### config.mk
export PLATFORM = sky130hd
export DESIGN_NAME = quaternion_julia_escape_time_unit
export DESIGN_NICKNAME = d
export VERILOG_FILES = /design/src/qjet_pkg.sv /design/src/qjet_mul.sv /design/src/quaternion_julia_escape_time_unit.sv
export SDC_FILE = /design/constraint.sdc
export NUM_CORES = 2
export LEC_CHECK = 0
export ABC_CLOCK_PERIOD_IN_PS = 16200
export BUFFER_PORTS_ARGS = -buffer_cell sky130_fd_sc_hd__buf_2
export CAP_MARGIN = 10
export CORE_AREA = 2 2 499 501
export DETAILED_ROUTE_END_ITERATION = 10
export DIE_AREA = 0 0 501 503
export SYNTH_ARGS = -nofsm -noshare
export SYNTH_HDL_FRONTEND = slang
export SYNTH_HIERARCHICAL = 1
export SYNTH_SLANG_ARGS = --single-unit
### constraint.sdc
create_clock -name clk_i -period 16.2 [get_ports clk_i]
set_input_delay 0.81 -clock clk_i [delete_from_list [all_inputs] [get_ports clk_i]]
set_output_delay 0.81 -clock clk_i [all_outputs]
set_load 0.02 [all_outputs]
### src/qjet_pkg.sv
`timescale 1ns / 1ps

package qjet_pkg;

  // fixed field widths
  localparam int unsigned DataW    = 32;
  localparam int unsigned ProdW    = 64;
  localparam int unsigned IterW    = 16;
  localparam int unsigned RadW     = 31;
  localparam int unsigned CfgIdxW  = 3;
  localparam int unsigned StepW    = 3;

  // parameter defaults
  localparam int unsigned FracBitsDef   = 24;
  localparam int unsigned CountWidthDef = 16;

  // register reset values
  localparam logic signed [DataW-1:0] ConstRealRst = -32'sd6710886;
  localparam logic signed [DataW-1:0] ConstIRst    = 32'sd10066330;
  localparam logic signed [DataW-1:0] ConstJRst    = '0;
  localparam logic signed [DataW-1:0] ConstKRst    = '0;
  localparam logic [IterW-1:0]        MaxIterRst   = 16'd5;
  localparam logic [RadW-1:0]         RadiusRst    = 31'd83886080;

  // last step of each sequencer pass
  localparam logic [StepW-1:0] MulLastStep  = 3'd7;
  localparam logic [StepW-1:0] NormLastStep = 3'd4;

  typedef enum logic [CfgIdxW-1:0] {
    CFG_CONST_REAL = 3'd0,
    CFG_CONST_I    = 3'd1,
    CFG_CONST_J    = 3'd2,
    CFG_CONST_K    = 3'd3,
    CFG_MAX_ITER   = 3'd4,
    CFG_RADIUS     = 3'd5
  } cfg_idx_e;

  typedef enum logic [2:0] {
    ST_IDLE,
    ST_RSQ,
    ST_ITER,
    ST_MUL,
    ST_NORM,
    ST_CMP,
    ST_DONE
  } state_e;

endpackage

### src/qjet_mul.sv
`timescale 1ns / 1ps

module qjet_mul import qjet_pkg::*; (
  input  logic                    clk_i,
  input  logic signed [DataW-1:0] op_a_i,
  input  logic signed [DataW-1:0] op_b_i,
  output logic signed [ProdW-1:0] prod_o
);

  logic signed [ProdW-1:0] prod_q;

  // full-precision signed product, registered
  always_ff @(posedge clk_i) begin
    prod_q <= ProdW'(op_a_i) * ProdW'(op_b_i);
  end

  assign prod_o = prod_q;

endmodule

### src/quaternion_julia_escape_time_unit.sv
`timescale 1ns / 1ps

// quaternion julia escape-time unit: a beat on start_i (taken while busy_o is
// low) loads a starting quaternion q, which is then replaced by q*q + c up to
// max_iter times; done_o pulses for exactly one cycle with escape_count_o, the
// zero-based index of the first iteration whose squared norm exceeds the
// squared escape radius (0 if it never escapes or escapes on iteration 0).
// the receiver cannot stall: sample escape_count_o in the cycle done_o is high.
// all arithmetic runs through a single 32x32 multiplier, so the products of a
// beat are formed one after another, and an early escape ends the beat sooner
// (a component over the radius ends the iteration in its norm pass).
// busy_o is high after the accepted beat up to and including the done_o cycle.
// configuration is for the user to write via cfg_we_i / cfg_idx_i / cfg_wdata_i
// while busy_o is low only, not enforced here; unknown indexes are ignored.

module quaternion_julia_escape_time_unit import qjet_pkg::*; #(
  parameter int unsigned FRAC_BITS   = FracBitsDef,
  parameter int unsigned COUNT_WIDTH = CountWidthDef
) (
  input  logic                      clk_i,
  input  logic                      rst_ni,
  // command channel
  input  logic                      start_i,
  output logic                      busy_o,
  input  logic signed [DataW-1:0]   start_real_i,
  input  logic signed [DataW-1:0]   start_i_i,
  input  logic signed [DataW-1:0]   start_j_i,
  input  logic signed [DataW-1:0]   start_k_i,
  // result strobe
  output logic                      done_o,
  output logic [IterW-1:0]          escape_count_o,
  // configuration write port
  input  logic                      cfg_we_i,
  input  logic [CfgIdxW-1:0]        cfg_idx_i,
  input  logic [DataW-1:0]          cfg_wdata_i
);

  // result register keeps only the bits the count field can carry
  localparam int unsigned ResW = (COUNT_WIDTH < IterW) ? COUNT_WIDTH : IterW;

  // configuration registers
  logic signed [DataW-1:0] const_real_q, const_i_q, const_j_q, const_k_q;
  logic [IterW-1:0]        max_iter_q;
  logic [RadW-1:0]         radius_q;

  // sequencer
  state_e           state_q, state_d;
  logic [StepW-1:0] step_q, step_d;
  logic [IterW-1:0] it_q, it_d;

  // datapath
  logic signed [DataW-1:0] q_q [4];
  logic signed [DataW-1:0] q_d [4];
  logic signed [ProdW-1:0] nq_q [4];
  logic signed [ProdW-1:0] nq_d [4];
  logic [ProdW-1:0]        norm_q, norm_d;
  logic [ProdW-1:0]        rad_sq_q, rad_sq_d;
  logic [ResW-1:0]         res_q, res_d;

  // shared multiplier
  logic signed [DataW-1:0] op_a, op_b;
  logic signed [ProdW-1:0] prod;

  // product floored to frac bits, and the doubled cross term
  logic signed [ProdW-1:0] prod_fl, prod_fl2;
  logic signed [ProdW-1:0] nq_sel;
  logic [ProdW-1:0]        mag_sel;
  logic                    mag_over, norm_over, iter_end;

  qjet_mul u_mul (
    .clk_i  (clk_i),
    .op_a_i (op_a),
    .op_b_i (op_b),
    .prod_o (prod)
  );

  // arithmetic shift right is floor for signed values
  assign prod_fl  = prod >>> FRAC_BITS;
  assign prod_fl2 = prod >>> (FRAC_BITS - 1);

  // magnitude of the component under test in the norm pass
  assign nq_sel    = nq_q[step_q[1:0]];
  assign mag_sel   = nq_sel[ProdW-1] ? ProdW'(-nq_sel) : ProdW'(nq_sel);
  assign mag_over  = (step_q != NormLastStep) && (mag_sel > ProdW'(radius_q));
  assign norm_over = norm_q > rad_sq_q;
  assign iter_end  = it_q == max_iter_q;

  // operand select
  always_comb begin
    op_a = q_q[0];
    op_b = q_q[0];
    unique case (state_q) inside
      ST_IDLE, ST_RSQ: begin
        op_a = DataW'(radius_q);
        op_b = DataW'(radius_q);
      end
      ST_MUL: begin
        // a*a, b*b, c*c, d*d, then a*b, a*c, a*d
        case (step_q)
          3'd1:    begin op_a = q_q[1]; op_b = q_q[1]; end
          3'd2:    begin op_a = q_q[2]; op_b = q_q[2]; end
          3'd3:    begin op_a = q_q[3]; op_b = q_q[3]; end
          3'd4:    begin op_a = q_q[0]; op_b = q_q[1]; end
          3'd5:    begin op_a = q_q[0]; op_b = q_q[2]; end
          3'd6:    begin op_a = q_q[0]; op_b = q_q[3]; end
          default: begin op_a = q_q[0]; op_b = q_q[0]; end
        endcase
      end
      ST_NORM: begin
        // magnitude is within the radius when its square is used
        op_a = mag_sel[DataW-1:0];
        op_b = mag_sel[DataW-1:0];
      end
      default: begin
        op_a = q_q[0];
        op_b = q_q[0];
      end
    endcase
  end

  // next state
  always_comb begin
    state_d = state_q;
    unique case (state_q)
      ST_IDLE: if (start_i) state_d = ST_RSQ;
      ST_RSQ:  state_d = ST_ITER;
      ST_ITER: state_d = iter_end ? ST_DONE : ST_MUL;
      ST_MUL:  if (step_q == MulLastStep) state_d = ST_NORM;
      ST_NORM: begin
        if (mag_over) begin
          state_d = ST_DONE;
        end else if (step_q == NormLastStep) begin
          state_d = ST_CMP;
        end
      end
      ST_CMP:  state_d = norm_over ? ST_DONE : ST_ITER;
      ST_DONE: state_d = ST_IDLE;
      default: state_d = ST_IDLE;
    endcase
  end

  // datapath updates
  always_comb begin
    step_d   = step_q;
    it_d     = it_q;
    q_d      = q_q;
    nq_d     = nq_q;
    norm_d   = norm_q;
    rad_sq_d = rad_sq_q;
    res_d    = res_q;
    unique case (state_q)
      ST_IDLE: begin
        if (start_i) begin
          q_d[0] = start_real_i;
          q_d[1] = start_i_i;
          q_d[2] = start_j_i;
          q_d[3] = start_k_i;
          it_d   = '0;
        end
      end
      ST_RSQ: begin
        rad_sq_d = ProdW'(prod);
      end
      ST_ITER: begin
        step_d = '0;
        if (iter_end) res_d = '0;
      end
      ST_MUL: begin
        step_d = (step_q == MulLastStep) ? '0 : step_q + 3'd1;
        // fold in the product issued one step earlier
        case (step_q)
          3'd1: nq_d[0] = {{(ProdW-DataW){const_real_q[DataW-1]}}, const_real_q} + prod_fl;
          3'd2, 3'd3, 3'd4: nq_d[0] = nq_q[0] - prod_fl;
          3'd5: nq_d[1] = {{(ProdW-DataW){const_i_q[DataW-1]}}, const_i_q} + prod_fl2;
          3'd6: nq_d[2] = {{(ProdW-DataW){const_j_q[DataW-1]}}, const_j_q} + prod_fl2;
          3'd7: nq_d[3] = {{(ProdW-DataW){const_k_q[DataW-1]}}, const_k_q} + prod_fl2;
          default: ;
        endcase
      end
      ST_NORM: begin
        step_d = step_q + 3'd1;
        if (step_q == 3'd1) begin
          norm_d = ProdW'(prod);
        end else if (step_q != '0) begin
          norm_d = norm_q + ProdW'(prod);
        end
        if (mag_over) res_d = it_q[ResW-1:0];
      end
      ST_CMP: begin
        if (norm_over) begin
          res_d = it_q[ResW-1:0];
        end else begin
          for (int n = 0; n < 4; n++) q_d[n] = nq_q[n][DataW-1:0];
          it_d = it_q + 16'd1;
        end
      end
      default: ;
    endcase
  end

  always_ff @(posedge clk_i or negedge rst_ni) begin
    if (!rst_ni) begin
      state_q <= ST_IDLE;
      step_q  <= '0;
      it_q    <= '0;
    end else begin
      state_q <= state_d;
      step_q  <= step_d;
      it_q    <= it_d;
    end
  end

  always_ff @(posedge clk_i) begin
    q_q      <= q_d;
    nq_q     <= nq_d;
    norm_q   <= norm_d;
    rad_sq_q <= rad_sq_d;
    res_q    <= res_d;
  end

  // configuration registers
  always_ff @(posedge clk_i or negedge rst_ni) begin
    if (!rst_ni) begin
      const_real_q <= ConstRealRst;
      const_i_q    <= ConstIRst;
      const_j_q    <= ConstJRst;
      const_k_q    <= ConstKRst;
      max_iter_q   <= MaxIterRst;
      radius_q     <= RadiusRst;
    end else if (cfg_we_i) begin
      unique case (cfg_idx_i)
        CFG_CONST_REAL: const_real_q <= cfg_wdata_i;
        CFG_CONST_I:    const_i_q    <= cfg_wdata_i;
        CFG_CONST_J:    const_j_q    <= cfg_wdata_i;
        CFG_CONST_K:    const_k_q    <= cfg_wdata_i;
        CFG_MAX_ITER:   max_iter_q   <= cfg_wdata_i[IterW-1:0];
        CFG_RADIUS:     radius_q     <= cfg_wdata_i[RadW-1:0];
        default: ;
      endcase
    end
  end

  assign busy_o         = state_q != ST_IDLE;
  assign done_o         = state_q == ST_DONE;
  assign escape_count_o = IterW'(res_q);

  // a result beat is always followed by a free cycle
  assert property (@(posedge clk_i) disable iff (!rst_ni) done_o |=> !busy_o)
    else $error("busy after result beat");

  // an accepted start occupies the unit
  assert property (@(posedge clk_i) disable iff (!rst_ni)
    (start_i && !busy_o) |=> (busy_o && !done_o))
    else $error("start beat not taken");

  // the iteration counter never runs past the limit
  assert property (@(posedge clk_i) disable iff (!rst_ni)
    busy_o |-> (it_q <= max_iter_q))
    else $error("iteration counter beyond max_iter");

  // the norm pass ends at its last step
  assert property (@(posedge clk_i) disable iff (!rst_ni)
    (state_q == ST_NORM) |-> (step_q <= NormLastStep))
    else $error("norm step out of range");

endmodule
==> results.md <==
- Worst Tran Pin Value: ~1.3 ns
- Dpl cell area: 90500 sq um
- Place WS: 2.50 ns
- Number of flops mapped to enable cells by yosys: 462
- Cell Area, Synth: about 86000 sq um
- Share of the synthesized area in the top cell type: around 25%
- Cell taking the most area after synthesis: fa_1
- Fmax: 73.4 MHz
- GPL Wtd Cong: roughly 1
- Initial Util: 34.8%
- Crit share post-route: between 80 and 90%
- Rel. slew slack: 16.6%
- Initial antenna violation count: 28
- Worst reg-to-reg path cell count: 38
- Grt peak-use layer: met2
- RSZ-0062 raised after global routing: no
- Placed Instances: 11900
- DIE HEIGHT: 503 um
- Fin Setup TNS: 0 ns
- Crit. End Element: register
- Clk sinks: approximately 720
- Post-CTS Setup Repair Bufs: 0
- Status: finished clean
- # resized after CTS: 0
- Total routed wirelength: 285000 um
- Vias: 66000
- H-tree Lvls: 3
- Sequential area share after synthesis: roughly a quarter
- Crit-path max cell delay: 0.79 ns
- Congestion Overflow GR: 0
- Post-route DRC: 0
- Final instance area: 93100 sq um
- CP Launch Type: register
- Met1 demand-to-capacity share in global routing: between 30% and 40%
- FFs w/ async S/R, synth: 27.2%
- Core ar.: 247000 sq um
- CP Class: reg -> reg
- Setup ws final: 2.57 ns
- Synthesized Nets: 10600
- Clock slew at reported path FFs: 0.06 ns
- Fin crit period: 13.63 ns
- Synth Register Bits: 723
- Layout Cells excl Fill: 12000
- Critical Path Start: step_q[0]
- Min-Delay Path Class: in -> async
- Final setup vio count: 0
- Largest net degree at the start of global routing: 75
- CTS max path bufs: 3
- Synth Instances: roughly 8700
- Root buffer cell: clkbuf_16
- Row count: ~180
- Total GRT Usage: 22.7%
- Area Overhead vs Synth: 8.42%
- Dominant cells by area after synthesis: fa_1 25%, edfxtp_1 16%, ha_1 8.4%
- Hold Fails Final Rpt: 0
- IO Port Bufs: roughly 180
- Vias in the first global route: 69300
- Via-to-Cell Ratio: roughly 5.5
- First-pass GRT wire length: between 400000 and 500000 um
- Crit-path max FO: 52
- Fin. max-slew vios: 0
- Routed WL per cell: approximately 24 um
- Data arrival time of the worst path: 14.19 ns
- Post-CTS Hold Buffers: 0
- Die width: 501 um
- Routed Antenna Nets: 0
- Met3 Resource Use GR: 3.07%
- Top_reg_cell synth: edfxtp_1
- Synth warn: 6
- CTS tree: done
- Initial DRC Count: 6379
- Share of cells above drive strength 1: ~11%
- GRT met2 Usage: 36.4%
- Number of top-level pins: 185
- Clk_skew: ~0.021 ns
- Worst path slowest cell: dfrtp_4
- Max Cap Viol: 0
- CTS Buf Count: 77
- Avg Cell Area, Syn: 9.83 sq um
- Synth cell types: about 120
- Drt pass-1 iters: 10
- Most Frequent Cell on Critical Path: fa_1
- Final net count: between 10000 and 15000
- Data required, critical path: 16.76 ns
- Total die area: ~250000 sq um
- RR Startpoint: step_q[0]
- Worst-Skew Late Latency: 0.69 ns
- DP HPWL: around 230000 um
-- critical path: cells and delay by family (launching register included) --
family / cells / cell delay (ns)
XOR/XNOR: 2 / 0.39
AND/OR/NAND/NOR: 10 / 2.85
buffers and inverters: 8 / 1.62
adder cells (fa/ha/maj): 9 / 5.02
flip-flops: 1 / 0.79
multiplexers: 1 / 0.65
AO/OA/AOI/OAI: 8 / 2.13
-- cells in the final DEF (no fill, tap or decap), types with 157 or more instances in the layout --
master,count
and2_1,552
ha_1,576
inv_1,1381
o21ai_0,278
xnor2_1,244
a21o_1,214
fa_1,1088
dfrtp_1,157
nand2_1,760
buf_2,183
a21oi_1,441
nor2_1,309
edfxtp_1,462
mux2_2,306
-- per-stage QoR --
stage | hold slack [ns] | utilization [%]
4_1_cts | 0.106 | 37.7
2_1_floorplan | 0.434 | -
6_report | 0.112 | 37.7
3_3_place_gp | 0.447 | 36.6
5_1_grt | 0.131 | 37.7
3_5_place_dp | 0.454 | 36.6
-- Yosys cell counts, types with 59 or more instances --
cell type	count
nand2b_1	72
clkbuf_1	361
nand2_1	764
nand3_1	86
xnor2_1	244
a21oi_1	442
xor2_1	137
a21boi_0	75
dfrtp_1	161
edfxtp_1	462
nor2_1	311
a21o_1	214
ha_1	576
o21a_1	59
mux2_2	306
inv_1	1382
a222oi_1	95
dfxtp_1	64
o21ai_0	342
nand4_1	76
fa_1	1088
nor3_1	79
and2_1	554
-- metal layers --
layer	routed length, um	part of all wire (%)
met5	59	0.021
met4	12400	4.4
met3	21200	7.4
met2	130000	45
met1	122000	43
-- sequential cells by signal (all words and copies together) (netlist names), 16 cells and up --
name and flops:
rad_sq_q 64, radius_q 31, q_q 128, const_j_q 32, nq_q 190, const_real_q 32, escape_count_o 16, const_k_q 32
u_mul/prod_o 64, it_q 16, const_i_q 32, norm_q 64, max_iter_q 16
-- area by class of cell --
| class | count | area [sq um] |
|---|---|---|
| Timing Repair Buffer | 321 | 1960 |
| Tap cell | 3237 | 4050 |
| Sequential cell | 723 | 20100 |
| Multi-Input combinational cell | 6217 | 59200 |
| Inverter | 1383 | 5190 |
| Fill cell | 24300 | 154000 |
| Clock buffer | 101 | 2120 |
| Antenna cell | 7 | 17.5 |
| Clock inverter | 43 | 409 |
-- final timing paths --
check                      slack (ns)                to
max in group asynchronous       13.87   const_real_q[5]
max reg2reg                      2.57  u_mul/prod_o[61]
max                              2.57  u_mul/prod_o[61]
min reg2reg                      0.47       rad_sq_q[8]
min                              0.11     const_j_q[31]
min in group clk_i               0.41  const_real_q[31]
-- cell families (layout without fill, tap and decap cells) --
family,count (synthesis),in the layout,synth area share (%)
flip-flops,723,723,23.4
AO/OA/AOI/OAI,1624,1624,12.5
adder cells (fa/ha/maj),1664,1664,33.8
AND/OR/NAND/NOR,2178,2178,12.8
multiplexers,369,369,5.51
buffers and inverters,1790,1848,8.06
other,0,7,0
XOR/XNOR,382,382,3.91
Power is not shown: default switching activity piles up to over one toggle a cycle in this logic, so the estimate is an artifact.
